File: src/hdl/assert_macros.svh
// Assertion macros for the mailbox RTL.
// Checks compile away when SYNTH is defined.
`ifndef ASSERT_MACROS_SVH
`define ASSERT_MACROS_SVH

`ifndef SYNTH
`define ASSERT_ALWAYS(label, clk, rst_n, expr) \
    label: assert property (@(posedge clk) disable iff (!rst_n) (expr)) \
        else $error("assertion failed");
`define ASSERT_IMPL(label, clk, rst_n, ante, cons) \
    label: assert property (@(posedge clk) disable iff (!rst_n) (ante) |-> (cons)) \
        else $error("assertion failed");
`else
`define ASSERT_ALWAYS(label, clk, rst_n, expr)
`define ASSERT_IMPL(label, clk, rst_n, ante, cons)
`endif

`endif

File: src/hdl/emb_pkg.sv
// Types and constants for the event mailbox.
// No dependencies.
`default_nettype none

package emb_pkg;

    localparam int CFG_IDX_W  = 2;
    localparam int CFG_DATA_W = 32;

    // opcodes
    localparam logic [1:0] OP_POST    = 2'd0;
    localparam logic [1:0] OP_REQUEST = 2'd1;
    localparam logic [1:0] OP_CANCEL  = 2'd2;

    // configuration register indexes
    localparam logic [CFG_IDX_W-1:0] CFG_RESYNC_TYPE = 2'd0;
    localparam logic [CFG_IDX_W-1:0] CFG_NULL_TYPE2  = 2'd1;
    localparam logic [CFG_IDX_W-1:0] CFG_NULL_CONN   = 2'd2;

    // completion codes
    localparam logic COMPL_DELIVERED = 1'b0;
    localparam logic COMPL_CANCELLED = 1'b1;

    localparam logic signed [31:0] ID_NONE = -32'sd1;

    typedef struct packed {
        logic [1:0]         opcode;
        logic [7:0]         event_type;
        logic signed [31:0] contact_id;
        logic [31:0]        connection_id;
        logic [7:0]         event_type2;
        logic signed [31:0] extra_contact_id;
    } t_in_word;

    typedef struct packed {
        logic               completion;
        logic               overflow_notice;
        logic [7:0]         out_type;
        logic signed [31:0] out_contact_id;
        logic [31:0]        out_connection_id;
        logic [7:0]         out_type2;
        logic signed [31:0] out_extra_contact_id;
    } t_out_word;

    // one queued event
    typedef struct packed {
        logic [7:0]         event_type;
        logic signed [31:0] contact_id;
        logic [31:0]        connection_id;
        logic [7:0]         event_type2;
        logic signed [31:0] extra_contact_id;
    } t_entry;

    // broadcast to every cell
    typedef struct packed {
        logic push;
        logic pop;
        logic flush;
    } t_cell_ctl;

endpackage

`default_nettype wire

File: src/hdl/emb_cell.sv
// One FIFO cell of the mailbox queue chain: occupancy bit plus one event.
// Depends on emb_pkg.
`default_nettype none

module emb_cell (
    input  wire                 i_clk,
    input  wire                 i_rst_n,
    input  emb_pkg::t_cell_ctl  i_ctl,
    input  wire                 i_head,
    input  wire                 i_prev_occ,
    input  wire                 i_next_occ,
    input  emb_pkg::t_entry     i_next_data,
    input  emb_pkg::t_entry     i_push_data,
    output logic                o_occ,
    output emb_pkg::t_entry     o_data
);

    logic            r_occ;
    logic            n_occ;
    emb_pkg::t_entry r_data;
    emb_pkg::t_entry n_data;
    logic            w_take;

    // a push lands in the first free cell; with a flush it lands at the head
    assign w_take = i_ctl.flush ? i_head : (!r_occ && i_prev_occ);

    always_comb begin
        n_occ  = r_occ;
        n_data = r_data;
        priority if (i_ctl.pop) begin
            n_occ  = i_next_occ;
            n_data = i_next_data;
        end else if (i_ctl.push) begin
            if (w_take) begin
                n_occ  = 1'b1;
                n_data = i_push_data;
            end else begin
                n_occ  = r_occ && !i_ctl.flush;
            end
        end else if (i_ctl.flush) begin
            n_occ = 1'b0;
        end else begin
            // idle cycle: hold
        end
    end

    always_ff @(posedge i_clk) begin
        if (!i_rst_n) begin
            r_occ <= 1'b0;
        end else begin
            r_occ <= n_occ;
        end
    end

    always_ff @(posedge i_clk) begin
        r_data <= n_data;
    end

    assign o_occ  = r_occ;
    assign o_data = r_data;

endmodule

`default_nettype wire

File: src/hdl/event_mailbox_with_overflow_unit.sv
// Event mailbox with overflow collapse: a chain of QUEUE_DEPTH cells, head in cell 0.
// When a command yields a result word, it strobes on o_valid the cycle after start is taken.
// Throughput 1 word per cycle; busy stays low, since every command is one push,
// one shift of the cell chain or one flag update. The receiver cannot stall.
// Synchronous active-low reset empties the queue and clears flags, o_valid and config registers.
// Depends on emb_pkg, emb_cell and assert_macros.svh.
`default_nettype none
`include "assert_macros.svh"

module event_mailbox_with_overflow_unit #(
    parameter int QUEUE_DEPTH = 16
) (
    input  wire                               i_clk,
    input  wire                               i_rst_n,
    // command channel
    input  wire                               start,
    output logic                              busy,
    input  emb_pkg::t_in_word                 i_in,
    // result channel
    output logic                              o_valid,
    output emb_pkg::t_out_word                o_out,
    // configuration write port
    input  wire                               i_cfg_we,
    input  wire [emb_pkg::CFG_IDX_W-1:0]      i_cfg_index,
    input  wire [emb_pkg::CFG_DATA_W-1:0]     i_cfg_data
);

    // configuration registers
    logic [7:0]  r_resync_type;
    logic [7:0]  r_null_type2;
    logic [31:0] r_null_conn;

    // control state
    logic r_pending, n_pending;
    logic r_overflow, n_overflow;
    logic r_valid, n_valid;
    emb_pkg::t_out_word r_out, n_out;

    // cell chain
    emb_pkg::t_cell_ctl w_ctl;
    emb_pkg::t_entry    w_push_data;
    emb_pkg::t_entry    w_data [QUEUE_DEPTH];
    logic [QUEUE_DEPTH-1:0] w_occ;

    logic w_accept;
    logic w_empty;
    logic w_full;
    logic w_resync;

    assign busy     = 1'b0;
    assign w_accept = start && !busy;
    assign w_empty  = !w_occ[0];
    assign w_full   = w_occ[QUEUE_DEPTH-1];
    assign w_resync = (i_in.event_type == r_resync_type);

    assign w_push_data.event_type       = i_in.event_type;
    assign w_push_data.contact_id       = i_in.contact_id;
    assign w_push_data.connection_id    = i_in.connection_id;
    assign w_push_data.event_type2      = i_in.event_type2;
    assign w_push_data.extra_contact_id = i_in.extra_contact_id;

    // Cell g shifts toward g-1 on a pop; a push fills the first empty cell.
    for (genvar g = 0; g < QUEUE_DEPTH; g++) begin : g_cell
        logic            w_prev_occ;
        logic            w_next_occ;
        emb_pkg::t_entry w_next_data;

        if (g == 0) begin : g_head
            assign w_prev_occ = 1'b1;
        end else begin : g_body
            assign w_prev_occ = w_occ[g-1];
        end

        if (g == QUEUE_DEPTH - 1) begin : g_tail
            assign w_next_occ  = 1'b0;
            assign w_next_data = '0;
        end else begin : g_link
            assign w_next_occ  = w_occ[g+1];
            assign w_next_data = w_data[g+1];
        end

        emb_cell u_cell (
            .i_clk       (i_clk),
            .i_rst_n     (i_rst_n),
            .i_ctl       (w_ctl),
            .i_head      ((g == 0) ? 1'b1 : 1'b0),
            .i_prev_occ  (w_prev_occ),
            .i_next_occ  (w_next_occ),
            .i_next_data (w_next_data),
            .i_push_data (w_push_data),
            .o_occ       (w_occ[g]),
            .o_data      (w_data[g])
        );
    end

    // command decode
    always_comb begin
        w_ctl      = '0;
        n_pending  = r_pending;
        n_overflow = r_overflow;
        n_valid    = 1'b0;
        n_out      = r_out;
        if (w_accept) begin
            unique case (i_in.opcode)
                emb_pkg::OP_POST: begin
                    // a resync event always empties the queue first
                    w_ctl.flush = w_resync;
                    priority if (r_overflow) begin
                        // dropped while overflowed
                    end else if (r_pending) begin
                        // hand straight to the waiting requester
                        n_pending                  = 1'b0;
                        n_valid                    = 1'b1;
                        n_out.completion           = emb_pkg::COMPL_DELIVERED;
                        n_out.overflow_notice      = 1'b0;
                        n_out.out_type             = i_in.event_type;
                        n_out.out_contact_id       = i_in.contact_id;
                        n_out.out_connection_id    = i_in.connection_id;
                        n_out.out_type2            = i_in.event_type2;
                        n_out.out_extra_contact_id = i_in.extra_contact_id;
                    end else if (w_full && !w_resync) begin
                        // collapse the queue into one overflow notice
                        w_ctl.flush = 1'b1;
                        n_overflow  = 1'b1;
                    end else begin
                        w_ctl.push = 1'b1;
                    end
                end
                emb_pkg::OP_REQUEST: begin
                    priority if (r_pending) begin
                        // duplicate request ignored
                    end else if (r_overflow) begin
                        n_overflow                 = 1'b0;
                        n_valid                    = 1'b1;
                        n_out.completion           = emb_pkg::COMPL_DELIVERED;
                        n_out.overflow_notice      = 1'b1;
                        n_out.out_type             = r_resync_type;
                        n_out.out_contact_id       = emb_pkg::ID_NONE;
                        n_out.out_connection_id    = r_null_conn;
                        n_out.out_type2            = r_null_type2;
                        n_out.out_extra_contact_id = emb_pkg::ID_NONE;
                    end else if (!w_empty) begin
                        w_ctl.pop                  = 1'b1;
                        n_valid                    = 1'b1;
                        n_out.completion           = emb_pkg::COMPL_DELIVERED;
                        n_out.overflow_notice      = 1'b0;
                        n_out.out_type             = w_data[0].event_type;
                        n_out.out_contact_id       = w_data[0].contact_id;
                        n_out.out_connection_id    = w_data[0].connection_id;
                        n_out.out_type2            = w_data[0].event_type2;
                        n_out.out_extra_contact_id = w_data[0].extra_contact_id;
                    end else begin
                        n_pending = 1'b1;
                    end
                end
                emb_pkg::OP_CANCEL: begin
                    if (r_pending) begin
                        n_pending  = 1'b0;
                        n_valid    = 1'b1;
                        n_out      = '0;
                        n_out.completion = emb_pkg::COMPL_CANCELLED;
                    end
                end
                default: begin
                    // unused opcode: no effect
                end
            endcase
        end
    end

    always_ff @(posedge i_clk) begin
        if (!i_rst_n) begin
            r_pending     <= 1'b0;
            r_overflow    <= 1'b0;
            r_valid       <= 1'b0;
            r_resync_type <= '0;
            r_null_type2  <= '0;
            r_null_conn   <= '0;
        end else begin
            r_pending  <= n_pending;
            r_overflow <= n_overflow;
            r_valid    <= n_valid;
            if (i_cfg_we) begin
                unique case (i_cfg_index)
                    emb_pkg::CFG_RESYNC_TYPE: r_resync_type <= i_cfg_data[7:0];
                    emb_pkg::CFG_NULL_TYPE2:  r_null_type2  <= i_cfg_data[7:0];
                    emb_pkg::CFG_NULL_CONN:   r_null_conn   <= i_cfg_data;
                    default: begin
                        // no register at this index
                    end
                endcase
            end
        end
    end

    // result payload, no reset
    always_ff @(posedge i_clk) begin
        r_out <= n_out;
    end

    assign o_valid = r_valid;
    assign o_out   = r_out;

    // pending request and overflow exclude each other
    `ASSERT_ALWAYS(a_pend_ovf_excl, i_clk, i_rst_n, !(r_pending && r_overflow))
    // a waiting requester means the queue is empty
    `ASSERT_IMPL(a_pend_empty, i_clk, i_rst_n, r_pending, w_empty)
    // overflow leaves the queue collapsed
    `ASSERT_IMPL(a_ovf_empty, i_clk, i_rst_n, r_overflow, w_empty)
    // a result word only follows an accepted command
    `ASSERT_IMPL(a_valid_cause, i_clk, i_rst_n, o_valid, $past(w_accept))

endmodule

`default_nettype wire
File: config.mk
export PLATFORM = sky130hd
export DESIGN_NAME = event_mailbox_with_overflow_unit
export DESIGN_NICKNAME = d
export VERILOG_FILES = /design/src/hdl/emb_pkg.sv /design/src/hdl/emb_cell.sv /design/src/hdl/event_mailbox_with_overflow_unit.sv
export VERILOG_INCLUDE_DIRS = /design/src /design/src/hdl
export SDC_FILE = /design/constraint.sdc
export NUM_CORES = 2
export LEC_CHECK = 0
export BUFFER_PORTS_ARGS = -buffer_cell sky130_fd_sc_hd__buf_2
export CAP_MARGIN = 10
export CORE_MARGIN = 2
export CORE_UTILIZATION = 56
export DETAILED_ROUTE_END_ITERATION = 12
export PLACE_DENSITY = 0.87
export SYNTH_ARGS = -nofsm -noshare
export SYNTH_HDL_FRONTEND = slang
export SYNTH_SLANG_ARGS = --single-unit
export TNS_END_PERCENT = 20
File: constraint.sdc
create_clock -name i_clk -period 10.1 [get_ports i_clk]
set_clock_uncertainty 0.05 [all_clocks]
set_input_delay 0.505 -clock i_clk [delete_from_list [all_inputs] [get_ports i_clk]]
set_output_delay 0.505 -clock i_clk [all_outputs]
set_load 0.005 [all_outputs]
==> metrics.md <==
| Metric | Value |
|---|---|
| Drt first pass iters | `7` |
| Critical path class | `register to register` |
| Crit path time final | `4.88 ns` |
| P per Cell Area | `200 nW/um^2` |
| Share of layout cells above drive strength 1 | `13.4%` |
| Comb pwr share | `5.9%` |
| Vias | `47262` |
| Final slew viol count | `0` |
| Clock Tree Root | `clkbuf_16` |
| Synth top area share | `68.2%` |
| Hold WS | `0.0446 ns` |
| CTS tree | `yes` |
| Die span in y | `380 um` |
| GRT overflow | `0` |
| Post-route design area | `87600 um^2` |
| PortBufs | `266` |
| Post-route ant nets | `0` |
| Initial drt markers | `7634` |
| All-layer global routing usage | `27.2%` |
| Latest clock arrival within the worst-skew pair | `0.85 ns` |
| # Post-CTS Setup Buffers | `0` |
| Number of synthesized register bits | `1973` |
| Net switching power | `3.93 mW` |
| Final #Nets | `5397` |
| Top FF cell, synth | `edfxtp_1` |
| Slew HR | `11.8%` |
| Initial cell density of the core | `56.6%` |
| Die footprint | `144000 um^2` |
| Hold WC Path Type | `input port to register` |
| Post-Syn Instances | `5047` |
| Syn_area_per_cell | `15.7 um^2` |
| Synth top area cells | `edfxtp_1 (68%), a21o_1 (16%), dfxtp_1 (4.5%), buf_6 (1.7%), o31ai_1 (1.1%)` |
| Sequential area share after synthesis | `72.7%` |
| Status | `finished clean` |
| Synth Cell Area | `79000 um^2` |
| First-pass GRT wire length | `297000 um` |
| CP peak stage delay | `1.05 ns` |
| Reg clk slew, reported paths | `0.06 ns` |
| Hold Crit Start | `i_in[34]` |
| Post-DP Area | `80500 um^2` |
| Number of global-route vias before repair | `47707` |
| Worst setup margin | `5.22 ns` |
| Crit path max fanout | `65` |
| CP top delay family | `buffers and inverters` |
| Sink Count | `1973` |
| Die X | `380 um` |
| Critical Path Source Type | `register` |
| Yosys warns | `0` |
| Period utilization | `48.4%` |
| Non-filler instance count after layout | `7279` |
| Synth async-reset ratio | `0%` |
| Cell accounting for the most synthesized area | `edfxtp_1` |
| MaxCap Viol Count | `0` |
| Maximum clock path buffer count | `3` |
| CTS resizes | `0` |
| Top-level port count | `268` |
| Pleak | `36.9 nW` |
| Final Hold Viols | `0` |
| Pre-CTS WS | `5.49 ns` |
| Worst-path cell chain | `nor2_2 > nand4_1 > buf_4 > buf_4 > o21ai_4 > buf_4 > buf_4` |
| Req. time, crit path | `10.51 ns` |
| Library cells used by synthesis | `51` |
| Antenna violations before repair | `8` |
| TritonCTS buffer count | `182` |
| Crit. End Element | `register` |
| Via-per-instance ratio | `6.49` |
| Wire per inst | `27.6 um` |
| Final setup fails | `0` |
| Setup crit start | `r_overflow` |
| Site row count | `137` |
| HPWL Detailed | `100000 um` |
| F_max | `0.205 GHz` |
| Post-synth EDFFs | `1794` |
| RePlAce Congestion | `0.804` |
| Inst Count DP | `6839` |
| H-tree depth | `4` |
| Maximum vdd drop | `0.197 mV` |
| Critical Path AT | `5.30 ns` |
| P&R area growth vs syn | `10.9%` |
| R2R Path Start | `r_overflow` |
| Most common cell on crit path | `buf_4` |
| Crit path buf inv count | `4` |
| DRC | `0` |
| RSZ-0062 raised after global routing | `no` |
| Sw Ratio | `22.5%` |
| Clock power share | `41.1%` |
| Core area | `140000 um^2` |
| Syn nets | `5203` |
| Largest net degree at the start of global routing | `214` |
| Sequential share of power | `53.0%` |
| DRT Wirelength | `201000 um` |
| Worst slew pin tran | `1.32 ns` |
| CP max-delay cell | `dfxtp_4` |
| Internal power | `13.6 mW` |
[per-layer routing]
metal,up-vias,track usage (%),wire [um]
li1,19591,-,-
met2,3620,42.9,93600
met3,705,7.24,25900
met1,23330,35.2,70500
met4,16,13.0,10600
met5,-,0,118
[cell usage after synthesis (2+ instances only)]
cell      number
a21o_1      1680
buf_8          3
o21ai_0       89
dfxtp_1      179
buf_12        10
o31ai_1      112
o21a_1         3
nand3_1      112
inv_1        114
ha_1           4
buf_4         69
xnor2_1        8
clkbuf_1      71
mux2i_1       65
a31oi_1       11
nand2b_1      14
buf_1         11
o221a_2        3
edfxtp_1    1794
o22ai_1       48
nor2b_1       19
buf_2        154
nor2_1        72
o211ai_1      64
o211a_1       12
a21oi_1        3
nand3b_1       3
buf_6        117
nor3_1         2
a21boi_0      32
o21bai_1      10
a221oi_1       2
nand4_1        3
nand2_1       75
nor2_2        63
[per-stage QoR]
step           utilization [%]  setup TNS (ns)  total power, mW
5_1_grt                   62.7               0             17.9
2_1_floorplan                -           -5.03             10.1
6_report                  62.7               0             17.5
3_5_place_dp              57.6               0             10.4
3_3_place_gp              57.6               0             10.3
4_1_cts                   62.7               0             17.5
[tightest hold or removal path: cells and delay by family]
family,cells,cell delay (ns)
buffers and inverters,2,0.26
AO/OA/AOI/OAI,1,0.11
[path summary, 6_finish.rpt]
check	slack [ns]	cells past startpoint	end
worst max-delay path	5.22	7	g_cell[10].u_cell.o_data[80]
worst min-delay path	0.04	3	g_cell[15].u_cell.o_data[34]
worst max register to register	5.22	7	g_cell[10].u_cell.o_data[80]
worst min register to register	0.41	2	r_null_conn[4]
[layout by cell type (no fill, tap or decap), types with 48 or more instances in the layout]
| cell | count |
|---|---|
| nand3_1 | 112 |
| mux2i_1 | 65 |
| inv_1 | 114 |
| nor2_1 | 71 |
| o22ai_1 | 48 |
| clkbuf_16 | 182 |
| nand2_1 | 73 |
| edfxtp_1 | 1794 |
| buf_4 | 79 |
| dfxtp_1 | 178 |
| buf_2 | 266 |
| a21o_1 | 1680 |
| clkbuf_1 | 54 |
| dlygate4sd3_1 | 90 |
| o21ai_0 | 75 |
| o211ai_1 | 64 |
| nor2_2 | 63 |
| o31ai_1 | 112 |
[power by group through the flow]
stage / sequential, mW / combinational [mW] / clock (mW)
2_1_floorplan: 9.44 / 0.630 / 0
3_3_place_gp: 9.42 / 0.871 / 0
3_5_place_dp: 9.43 / 0.927 / 0
4_1_cts: 9.27 / 0.995 / 7.19
5_1_grt: 9.29 / 1.09 / 7.49
6_report: 9.28 / 1.02 / 7.20
[state kept, by name, summed over array words and instances (netlist names)]
register	flops
g_cell.u_cell.o_data	1792
g_cell.u_cell.o_occ	16
o_out	114
o_valid	1
r_null_conn	32
r_null_type2	8
r_overflow	1
r_pending	1
r_resync_type	8
[logic make-up after synthesis]
| logic type | Yosys count | synth area share [%] |
|---|---|---|
| AOI/OAI and AO/OA | 2074 | 19.4 |
| DFF | 1973 | 72.7 |
| buffers and inverters | 550 | 4.55 |
| and+or+nand+nor | 372 | 2.35 |
| muxes | 65 | 0.823 |
| xor gates and xnor gates | 8 | 0.0887 |
| adders and majority gates | 4 | 0.0633 |
| other | 1 | 0.00475 |
[final cells by class]
cell class | instances | area (um^2)
clock inverter | 86 | 1160
tap | 1876 | 2350
fill | 8754 | 52100
antenna | 4 | 10.0
inverter | 114 | 428
clock buffer | 256 | 5030
sequential | 1973 | 57500
timing repair buffer | 446 | 3030
multi-input combinational | 2524 | 18200
[repair_timing]
action / in CTS / in global routing
endpoints found under the setup margin: 0 / 0
hold buffers: 90 / 0
hold endpoints to repair: 91 / 0
Power figures use the tool's default switching activity.
